File: src/rtl/tve_pkg.sv
// Shared types and constants of the text value escaper.
`default_nettype none
package tve_pkg;

   // Byte codes that the escaping rules test for or produce.
   localparam logic [7:0] CH_NUL  = 8'h00;
   localparam logic [7:0] CH_NL   = 8'h0A;
   localparam logic [7:0] CH_CR   = 8'h0D;
   localparam logic [7:0] CH_SP   = 8'h20;
   localparam logic [7:0] CH_HASH = 8'h23;
   localparam logic [7:0] CH_BS   = 8'h5C;
   localparam logic [7:0] CH_TIL  = 8'h7E;

   // Most output bytes that one input byte can cause.
   localparam int RUN_MAX   = 4;
   localparam int RUN_IDX_W = $clog2(RUN_MAX);
   localparam int RUN_CNT_W = $clog2(RUN_MAX + 1);

   // Depth of the queue between the classifier and the serializer.
   localparam int QUEUE_DEPTH = 4;
   localparam int QPTR_W      = $clog2(QUEUE_DEPTH);
   localparam int QCNT_W      = $clog2(QUEUE_DEPTH + 1);

   // Escaper phase, one-hot.
   typedef enum logic [3:0] {
      PH_START   = 4'b0001,
      PH_NORMAL  = 4'b0010,
      PH_SPACE   = 4'b0100,
      PH_NEWLINE = 4'b1000
   } phase_type;

   // One run of output bytes caused by a single input byte.
   typedef struct packed {
      logic [RUN_IDX_W-1:0]        last_idx;
      logic [RUN_MAX-1:0][7:0]     bytes;
   } run_type;

   // Write request from the classifier into the queue.
   typedef struct packed {
      logic    valid;
      run_type run;
   } push_type;

   // Queue occupancy flags.
   typedef struct packed {
      logic empty;
      logic full;
   } qstat_type;

endpackage : tve_pkg
`default_nettype wire

File: src/rtl/tve_front.sv
// Classifier: accepts input bytes, tracks the escape state and builds output runs.
`default_nettype none
module tve_front (
   input  wire logic               clock,
   input  wire logic               reset,
   input  wire logic               req_tvalid,
   output logic                    req_tready,
   input  wire logic [7:0]         req_tdata,   // [7:0] in_byte
   input  tve_pkg::qstat_type      qstat,
   output tve_pkg::push_type       push
);
   import tve_pkg::*;

   phase_type                      phase_ff, phase_in;
   logic [1:0]                     held_ff, held_in;
   logic [RUN_CNT_W-1:0]           n;
   logic [RUN_MAX-1:0][7:0]        run_bytes;
   logic [7:0]                     in_byte;
   logic                           accept;
   logic                           is_ws;
   logic                           two;

   assign in_byte    = req_tdata;
   assign req_tready = !qstat.full;
   assign accept     = req_tvalid && req_tready;
   assign is_ws      = (in_byte >= 8'd1) && (in_byte <= CH_SP);
   assign two        = (held_ff == 2'd2);

   // Escape rules: next state and the bytes this input produces.
   always_comb begin
      n         = '0;
      run_bytes = '0;
      phase_in  = phase_ff;
      held_in   = held_ff;
      if (in_byte == CH_CR) begin
         // Carriage return is dropped and leaves the state alone.
      end else if (in_byte == CH_NUL) begin
         phase_in = PH_START;
         held_in  = '0;
      end else begin
         case (phase_ff)
            PH_START: begin
               if (in_byte == CH_BS || is_ws) begin
                  run_bytes[n[RUN_IDX_W-1:0]] = CH_BS;
                  n = n + 1'b1;
               end
               run_bytes[n[RUN_IDX_W-1:0]] = in_byte;
               n = n + 1'b1;
               phase_in = PH_NORMAL;
            end
            PH_NORMAL, PH_SPACE: begin
               if (in_byte == CH_BS) begin
                  run_bytes[0] = CH_BS;
                  run_bytes[1] = CH_BS;
                  n = RUN_CNT_W'(2);
                  phase_in = PH_NORMAL;
               end else if (in_byte == CH_NL) begin
                  phase_in = PH_NEWLINE;
                  held_in  = 2'd1;
               end else if (is_ws) begin
                  if (in_byte == CH_SP && phase_ff != PH_SPACE) begin
                     run_bytes[0] = in_byte;
                     n = RUN_CNT_W'(1);
                     phase_in = PH_SPACE;
                  end else begin
                     run_bytes[0] = CH_BS;
                     run_bytes[1] = in_byte;
                     n = RUN_CNT_W'(2);
                     phase_in = PH_NORMAL;
                  end
               end else begin
                  run_bytes[0] = in_byte;
                  n = RUN_CNT_W'(1);
                  phase_in = PH_NORMAL;
               end
            end
            PH_NEWLINE: begin
               if (in_byte == CH_NL) begin
                  if (two) begin
                     // A third newline flushes as newline, newline, backslash, newline.
                     run_bytes[0] = CH_NL;
                     run_bytes[1] = CH_NL;
                     run_bytes[2] = CH_BS;
                     run_bytes[3] = CH_NL;
                     n = RUN_CNT_W'(4);
                     phase_in = PH_NORMAL;
                     held_in  = '0;
                  end else begin
                     held_in = 2'd2;
                  end
               end else begin
                  // Held newlines come out ahead of this byte.
                  run_bytes[0] = two ? CH_NL : CH_BS;
                  run_bytes[1] = CH_NL;
                  n = RUN_CNT_W'(2);
                  if (in_byte == CH_TIL || in_byte == CH_HASH || in_byte == CH_BS) begin
                     if (two) begin
                        run_bytes[n[RUN_IDX_W-1:0]] = CH_BS;
                        n = n + 1'b1;
                     end
                     phase_in = PH_NORMAL;
                  end else if (is_ws) begin
                     if (two) begin
                        run_bytes[n[RUN_IDX_W-1:0]] = CH_BS;
                        n = n + 1'b1;
                     end
                     phase_in = PH_SPACE;
                  end else begin
                     phase_in = PH_NORMAL;
                  end
                  run_bytes[n[RUN_IDX_W-1:0]] = in_byte;
                  n = n + 1'b1;
                  held_in = '0;
               end
            end
            default: begin
               phase_in = PH_START;
               held_in  = '0;
            end
         endcase
      end
   end

   // Only inputs that produce at least one word enter the queue.
   assign push.valid         = accept && (n != '0);
   assign push.run.bytes     = run_bytes;
   assign push.run.last_idx  = RUN_IDX_W'(n - 1'b1);

   // State registers advance on each accepted word.
   always_ff @(posedge clock) begin
      if (reset) begin
         phase_ff <= PH_START;
         held_ff  <= '0;
      end else if (accept) begin
         phase_ff <= phase_in;
         held_ff  <= held_in;
      end
   end

endmodule : tve_front
`default_nettype wire

File: src/rtl/tve_queue.sv
// Small queue of output runs between the classifier and the serializer.
`default_nettype none
module tve_queue (
   input  wire logic               clock,
   input  wire logic               reset,
   input  tve_pkg::push_type       push,
   input  wire logic               pop,
   output tve_pkg::run_type        head,
   output tve_pkg::qstat_type      qstat
);
   import tve_pkg::*;

   run_type                 mem_ff [QUEUE_DEPTH];
   logic [QPTR_W-1:0]       wr_ptr_ff, wr_ptr_in;
   logic [QPTR_W-1:0]       rd_ptr_ff, rd_ptr_in;
   logic [QCNT_W-1:0]       cnt_ff, cnt_in;
   logic                    do_push, do_pop;

   assign qstat.empty = (cnt_ff == '0);
   assign qstat.full  = (cnt_ff == QCNT_W'(QUEUE_DEPTH));
   assign do_push     = push.valid && !qstat.full;
   assign do_pop      = pop && !qstat.empty;
   assign head        = mem_ff[rd_ptr_ff];

   // Pointer and occupancy update.
   always_comb begin
      wr_ptr_in = do_push ? wr_ptr_ff + 1'b1 : wr_ptr_ff;
      rd_ptr_in = do_pop  ? rd_ptr_ff + 1'b1 : rd_ptr_ff;
      cnt_in    = cnt_ff;
      if (do_push && !do_pop) begin
         cnt_in = cnt_ff + 1'b1;
      end else if (do_pop && !do_push) begin
         cnt_in = cnt_ff - 1'b1;
      end
   end

   always_ff @(posedge clock) begin
      if (reset) begin
         wr_ptr_ff <= '0;
         rd_ptr_ff <= '0;
         cnt_ff    <= '0;
      end else begin
         wr_ptr_ff <= wr_ptr_in;
         rd_ptr_ff <= rd_ptr_in;
         cnt_ff    <= cnt_in;
      end
   end

   // Run storage needs no reset.
   always_ff @(posedge clock) begin
      if (do_push) begin
         mem_ff[wr_ptr_ff] <= push.run;
      end
   end

endmodule : tve_queue
`default_nettype wire

File: src/rtl/tve_back.sv
// Serializer: sends the bytes of the run at the queue head one word at a time.
`default_nettype none
module tve_back (
   input  wire logic               clock,
   input  wire logic               reset,
   input  tve_pkg::run_type        head,
   input  tve_pkg::qstat_type      qstat,
   output logic                    pop,
   output logic                    rsp_tvalid,
   input  wire logic               rsp_tready,
   output logic [7:0]              rsp_tdata,   // [7:0] out_byte
   output logic                    rsp_tlast    // run_last
);
   import tve_pkg::*;

   logic [RUN_IDX_W-1:0]    idx_ff, idx_in;
   logic                    xfer;

   assign rsp_tvalid = !qstat.empty;
   assign rsp_tdata  = head.bytes[idx_ff];
   assign rsp_tlast  = (idx_ff == head.last_idx);
   assign xfer       = rsp_tvalid && rsp_tready;
   assign pop        = xfer && rsp_tlast;

   // Byte index within the current run.
   always_comb begin
      idx_in = idx_ff;
      if (pop) begin
         idx_in = '0;
      end else if (xfer) begin
         idx_in = idx_ff + 1'b1;
      end
   end

   always_ff @(posedge clock) begin
      if (reset) begin
         idx_ff <= '0;
      end else begin
         idx_ff <= idx_in;
      end
   end

endmodule : tve_back
`default_nettype wire

File: src/rtl/text_value_escaper_top.sv
// Top level of the text value escaper.
//
// Usage: text bytes enter on the req_ channel, one word per byte; byte 0 ends a
// value and returns the escaper to its start phase. Escaped bytes leave on the
// rsp_ channel, one word per byte, and rsp_tlast marks the final byte caused by
// one input byte. An input byte causes zero to four output words.
// An accepted byte's run is written into the run queue, and the first word of
// that run appears on rsp_ once the runs ahead of it have been sent.
// Throughput: one input word per cycle while the queue has room; the output side
// sends one word per cycle while rsp_tready is high. A four-entry run queue lets
// the input side keep running while the output side works through longer runs.
// Stalls: when rsp_tready is low, the current word holds and the queue fills;
// req_tready drops only when the queue holds four pending runs.
// Reset: synchronous and active high; it empties the queue and sets the start
// phase with no held newlines.
`default_nettype none
module text_value_escaper_top (
   input  wire logic        clock,
   input  wire logic        reset,
   input  wire logic        req_tvalid,
   output logic             req_tready,
   input  wire logic [7:0]  req_tdata,    // [7:0] in_byte
   output logic             rsp_tvalid,
   input  wire logic        rsp_tready,
   output logic [7:0]       rsp_tdata,    // [7:0] out_byte
   output logic             rsp_tlast     // run_last
);
   import tve_pkg::*;

   push_type   push;
   run_type    head;
   qstat_type  qstat;
   logic       pop;

   tve_front u_front (
      .clock      (clock),
      .reset      (reset),
      .req_tvalid (req_tvalid),
      .req_tready (req_tready),
      .req_tdata  (req_tdata),
      .qstat      (qstat),
      .push       (push)
   );

   tve_queue u_queue (
      .clock (clock),
      .reset (reset),
      .push  (push),
      .pop   (pop),
      .head  (head),
      .qstat (qstat)
   );

   tve_back u_back (
      .clock      (clock),
      .reset      (reset),
      .head       (head),
      .qstat      (qstat),
      .pop        (pop),
      .rsp_tvalid (rsp_tvalid),
      .rsp_tready (rsp_tready),
      .rsp_tdata  (rsp_tdata),
      .rsp_tlast  (rsp_tlast)
   );

endmodule : text_value_escaper_top
`default_nettype wire

File: config.mk
export PLATFORM = sky130hd
export DESIGN_NAME = text_value_escaper_top
export DESIGN_NICKNAME = d
export VERILOG_FILES = /design/src/rtl/tve_pkg.sv /design/src/rtl/tve_front.sv /design/src/rtl/tve_queue.sv /design/src/rtl/tve_back.sv /design/src/rtl/text_value_escaper_top.sv
export SDC_FILE = /design/constraint.sdc
export NUM_CORES = 1
export LEC_CHECK = 0
export BUFFER_PORTS_ARGS = -buffer_cell sky130_fd_sc_hd__buf_2
export CAP_MARGIN = 20
export CORE_MARGIN = 5
export CORE_UTILIZATION = 55
export CTS_CLUSTER_DIAMETER = 80
export DETAILED_ROUTE_END_ITERATION = 10
export PLACE_DENSITY = 0.72
export SLEW_MARGIN = 20
export SYNTH_ARGS = -nofsm -noshare
export SYNTH_HDL_FRONTEND = slang
export SYNTH_HIERARCHICAL = 1
export SYNTH_SLANG_ARGS = --single-unit
File: constraint.sdc
create_clock -name clock -period 10.05 [get_ports clock]
set_input_delay 2.5125 -clock clock [delete_from_list [all_inputs] [get_ports clock]]
set_output_delay 2.5125 -clock clock [all_outputs]
set_load 0.03 [all_outputs]
# Yosys cells after proc, flatten, opt, wreduce, memory -nomap -nowiden
# Memory sizes are Yosys's and may differ from the RTL's. A register that Yosys moved wholly into a read port is not among the register bits.
# Index checks and enable logic that the tools add are counted.
totals:
  n_memories: 1
  output_inout_bits: 11
  wordCells: 142
  inputBits: 12
  regBits: 15
  ram_bits: 136
memory_table:
  columns: ["name", "depth", "word_bits", "read_ports", "rd_clocked_by_memory_dff", "write_ports", "line_no", "text"]
  rows:
  - ["u_queue.mem_ff", 4, 34, 1, 1, 1, "tve_queue.sv:13", "run_type mem_ff [QUEUE_DEPTH];"]
classes:
  mux: 74
  n_eq_ne: 18
  n_lt_le_gt_ge: 7
  n_reduce_logical: 27
  addsub: 8
  bitwise_logic: 1
ops:
  columns: ["operator", "n"]
  rows:
  - ["2-to-1 mux 8 bit", 16]
  - ["2-to-1 mux 32 bit", 3]
  - ["bitwise mux 32 bit", 2]
  - ["2-to-1 mux 3 bit", 20]
  - ["one-hot mux 16 bit (3 select lines)", 1]
  - ["demux 8 bit (select 2 bit)", 2]
  - ["2-to-1 mux 16 bit", 2]
  - ["one-hot mux 16 bit (2 select lines)", 1]
  - ["2-to-1 mux 28 bit", 1]
  - ["2-to-1 mux 7 bit", 3]
  - ["2-to-1 mux 4 bit", 5]
  - ["2-to-1 mux 2 bit", 9]
  - ["binary-select mux 8 bit (select 2 bit)", 1]
  - ["equality test 8 x 4 -> 1 bit, second input constant", 2]
  - ["equality test 8 x 6 -> 1 bit, second input constant", 2]
  - ["equality test 8 x 7 -> 1 bit, second input constant", 2]
  - ["logical AND 1 bit", 12]
  - ["one-hot mux 4 bit (3 select lines)", 1]
  - ["adder 3 x 1 -> 3 bit, second input constant", 3]
  - ["less-than comparator 2 x 3 -> 1 bit, second input constant", 3]
  - ["one-hot mux 3 bit (3 select lines)", 1]
  - ["greater-or-equal comparator 8 x 1 -> 1 bit, second input constant", 1]
  - ["less-or-equal comparator 8 x 6 -> 1 bit, second input constant", 1]
  - ["zero test 8 bit", 1]
  - ["27 further kinds", 40]

# Longest topological paths before layout
depth:
  ltp_word: 20
  ltp_mapped: 17
  ltp_nobuf: 16

# Cells and area by module
# The synthesis kept the hierarchy.
modules_own_cells:
  columns: ["mod", "area_per_inst_um2", "n_inst", "seq_area_each_um2", "cells_each"]
  rows:
  - ["tve_queue", 5411.4, 1, 4264.1, 226]
  - ["tve_front", 1064.8, 1, 120.1, 158]
  - ["tve_back", 329.1, 1, 40.0, 26]

# Least setup slack after synthesis
# No wires, ideal clock.
synth_path:
  kind: "input-to-reg"
  start: "input port req_tdata[1]"
  end: "memory u_queue/mem_ff[0][0] (netlist bit) (enable)"
  path_buffers: 0
  setup_slack_ps: 4390
  stages: 11
  required_time_ps: 9656
  t_arrival_ps: 5265
  setup_time_ps: 394
  path_cell_list: "or4_4 -> o21ai_2 -> nand3_1 -> o21a_1 -> nor2_1 -> a21oi_1 -> ha_1 -> a21oi_1 -> inv_1 -> nor2_2 -> and2_1"
synth_rtl:
  columns: ["element", "line_no", "text"]
  rows:
  - ["from (decl)", "text_value_escaper_top.sv:22", "input wire logic [7:0] req_tdata,"]
  - ["to (decl)", "tve_queue.sv:13", null]

==> metrics.md <==
| Metric | Value |
|---|---|
| Post-DP HPWL | 7.98 mm |
| Clock Sinks | 153 |
| # fillers | 888 |
| H-tree levels | 4 |
| Dominant synthesized flop cell | sky130_fd_sc_hd__edfxtp_1 |
| Fraction of the yosys area taken by sequential cells | 65.0% |
| Worst path required time | 10.40 ns |
| Cells taking the most area after synthesis | sky130_fd_sc_hd__edfxtp_1, sky130_fd_sc_hd__mux4_2, sky130_fd_sc_hd__dfxtp_1 |
| Insertion delay of the later-clocked pin in the worst-skew pair | 0.42 ns |
| Number of enable-type register cells in the synthesized netlist | 136 |
| Critical-path maximum fanout | 14 |
| Total power density per cell area | 251 nW/µm² |
| Max-cap violation count | 0 |
| Antenna fix cells | 0 |
| Area share of the leading cell type in the synthesized netlist | 60.0% |
| Placeable core region | 12100 µm² |
| Actual transition at the worst max-transition pin | 0.933 ns |
| Standby leakage power | 2.58 nW |
| Data arrival, critical path | 6.31 ns |
| YS warnings | 6 |
| Routed wire length | 12.7 mm |
| Layout cell share with drive strength beyond 1 | 25.2% |
| Overall global routing resource usage | 18.9% |
| Post-detailed-route via-to-cell ratio | 5.90 |
| Mean instance size in the synthesized netlist | 16.6 µm² |
| Global placer's final weighted congestion | 0.893 |
| CTS hold repair buffers | 0 |
| Netlist Area Pre-Place | 6810 µm² |
| Highest attainable clock frequency | 0.168 GHz |
| Post-layout instance area | 7600 µm² |
| Util after Layout | 63.0% |
| Total overflow reported by the global router | 0 |
| Kind of end point of the critical path | flop |
| Max_slew headroom | 37.7% |
| Pin count of the biggest net entering global routing | 35 |
| Clock root cell | sky130_fd_sc_hd__clkbuf_16 |
| Inserted Clock Buffers | 17 |
| Max Transition Viols Final | 0 |
| Detail Route Antenna Nets | 0 |
| Total of cells resized after clock tree synthesis | 0 |
| Distinct cell type count of the synthesized netlist | 61 |
| Buffers added on ports | 22 |
| Final period utilization | 59.4% |
| Startpoint kind of the worst setup timing path | input port |
| Final setup skew | 0.0118 ns |
| Post-synth top area cell | sky130_fd_sc_hd__edfxtp_1 |
| Syn-to-layout area delta | 11.7% |
| Clock tree from TritonCTS | built |
| Run status | finished, final reports clean |
| Final-layout worst hold slack | 0.504 ns |
| Async set or reset register ratio after synthesis | 0% |
| Wire length of the first global-routing pass | 20.4 mm |
| Die Width | 121 µm |
| Setup fix buffers added after clock tree synthesis | 0 |
| Post-Route Setup TNS | 0 ns |
| Count of boundary I/O pins | 23 |
| Vertical die dimension | 121 µm |
| Final worst path period need | 5.96 ns |
| Routed wire per std cell | 20.6 µm |
| Clock Path Buffers | 2 |
| Clock-pin slew on the worst setup and hold paths | 0.06 ns |
| Final Power | 1.91 mW |
| Number of synthesized register bits | 153 |
| Detailed-route via count | 3641 |
| Drc violations | 0 |
| Die area | 14700 µm² |
| Max rail drop VDD | 0.000156 V |
| Finish-stage setup viols | 0 |
| Synthesized instance count | 410 |
| Unrepaired setup endpoints after global routing | false |
| Initial core utilization | 56.4% |
| Number of hold-slack violations in the final timing report | 0 |
| Vias in the first global route | 3728 |
| Std-Cell Rows | 40 |
| Drt first pass iters | 5 |
| Critical path start-end classification | input port to flop |
| Initial antenna violation count | 0 |
| Post-place instance area | 7010 µm² |
| Total number of nets in the final design | 455 |
| Detailed Route Iter0 Violations | 306 |
| Class of the worst hold path | flop to flop |
-- path summary, 6_finish.rpt --
path	from	to	slack, ns	cells past startpoint
worst max-delay path	req_tdata[1]	u_queue/cnt_ff[2]	4.09	17
worst min-delay path	u_front/held_ff[0]	u_front/held_ff[0]	0.50	2
worst min register to register	u_front/held_ff[0]	u_front/held_ff[0]	0.50	2
worst max register to register	u_front/phase_ff[0]	u_queue/cnt_ff[2]	6.08	16
-- cell type report --
class	count	area (µm²)	area share [%]
Sequential cell	153	4430	58.2
Multi-Input combinational cell	228	2190	28.9
Clock buffer	17	425	5.60
Tap cell	168	210	2.77
Clock inverter	15	159	2.09
Timing Repair Buffer	28	155	2.04
Inverter	8	30.0	0.395
-- where the power goes --
group | internal, mW | total, mW | switching [mW]
combinational | 0.180 | 0.446 | 0.266
sequential | 0.800 | 0.847 | 0.0476
clock | 0.385 | 0.616 | 0.231
total | 1.36 | 1.91 | 0.545
-- cell families after synthesis --
group,after synthesis,share of synthesized area [%]
xor+xnor,7,0.901
simple gates,116,9.78
flops,153,65.0
mux,49,15.0
buf+inv,30,2.81
compound gates,47,5.06
fa+ha+maj,7,1.40
other cells,1,0.0551
-- placed cells by master (no fill, tap or decap), types with 4 or more instances in the layout --
cell type,n
sky130_fd_sc_hd__clkinvlp_4,4
sky130_fd_sc_hd__and3_1,15
sky130_fd_sc_hd__buf_2,22
sky130_fd_sc_hd__mux4_2,41
sky130_fd_sc_hd__o21a_1,8
sky130_fd_sc_hd__nand3_1,6
sky130_fd_sc_hd__ha_1,6
sky130_fd_sc_hd__nand2b_1,6
sky130_fd_sc_hd__edfxtp_1,136
sky130_fd_sc_hd__mux2i_1,7
sky130_fd_sc_hd__dfxtp_1,16
sky130_fd_sc_hd__a21oi_1,10
sky130_fd_sc_hd__inv_1,8
sky130_fd_sc_hd__clkbuf_16,17
sky130_fd_sc_hd__clkinv_1,4
sky130_fd_sc_hd__nand2_1,19
sky130_fd_sc_hd__nor3_1,7
sky130_fd_sc_hd__and2_1,11
sky130_fd_sc_hd__xor2_1,6
sky130_fd_sc_hd__o21ai_0,8
sky130_fd_sc_hd__buf_4,6
sky130_fd_sc_hd__nor2_1,27
-- metrics by stage --
stage | setup WS, ns | cells
final | 4.09 | 617
after global routing | 3.85 | 617
after CTS | 4.13 | 617
after detailed placement | 3.70 | 585
after global placement | 3.84 | 585
after floorplan | 4.39 | 411
-- registers in the layout (all words and copies together) (netlist names), named ones only --
name	flops
u_queue/mem_ff	136
u_queue/cnt_ff	3
u_queue/rd_ptr_ff	2
u_back/idx_ff	2
u_front/held_ff	2
u_front/phase_ff	4
u_queue/wr_ptr_ff	2
-- synth_stat cells (all sizes together) (2+ instances only) --
cell type	count
a2111oi	2
a211oi	2
a21oi	10
a31o	2
a31oi	2
and2	11
and3	15
and3b	2
buf	13
clkbuf	9
dfxtp	17
edfxtp	136
ha	6
inv	8
mux2i	7
mux4	42
nand2	19
nand2b	6
nand3	6
nor2	29
nor2b	2
nor3	7
nor3b	3
nor4	5
o21a	8
o21ai	12
o22ai	2
or2	2
or3	2
xor2	6
-- metal layers --
layer	wire, µm	share of wire [%]	up-vias	GRT usage (%)
li1	-	-	1669	-
met1	5460	43	1858	24.8
met2	6350	50	97	30.9
met3	712	5.6	17	5.13
met4	172	1.4	0	6.09
met5	0	0	-	0
-- critical path: stages --
cell and delay, ns:
sky130_fd_sc_hd__buf_2 0.18, sky130_fd_sc_hd__or4_4 0.56, sky130_fd_sc_hd__o21ai_2 0.21, sky130_fd_sc_hd__nand3_1 0.13
sky130_fd_sc_hd__o21a_1 0.37, sky130_fd_sc_hd__nor2_1 0.23, sky130_fd_sc_hd__a21oi_1 0.16, sky130_fd_sc_hd__ha_1 0.21
sky130_fd_sc_hd__a21oi_1 0.13, sky130_fd_sc_hd__inv_1 0.09, sky130_fd_sc_hd__nor2_2 0.22, sky130_fd_sc_hd__ha_1 0.22
sky130_fd_sc_hd__inv_1 0.06, sky130_fd_sc_hd__fa_1 0.37, sky130_fd_sc_hd__xor2_1 0.18, sky130_fd_sc_hd__or3_1 0.32
sky130_fd_sc_hd__a21oi_1 0.15
Note: power is estimated with default switching activity, not from simulation.
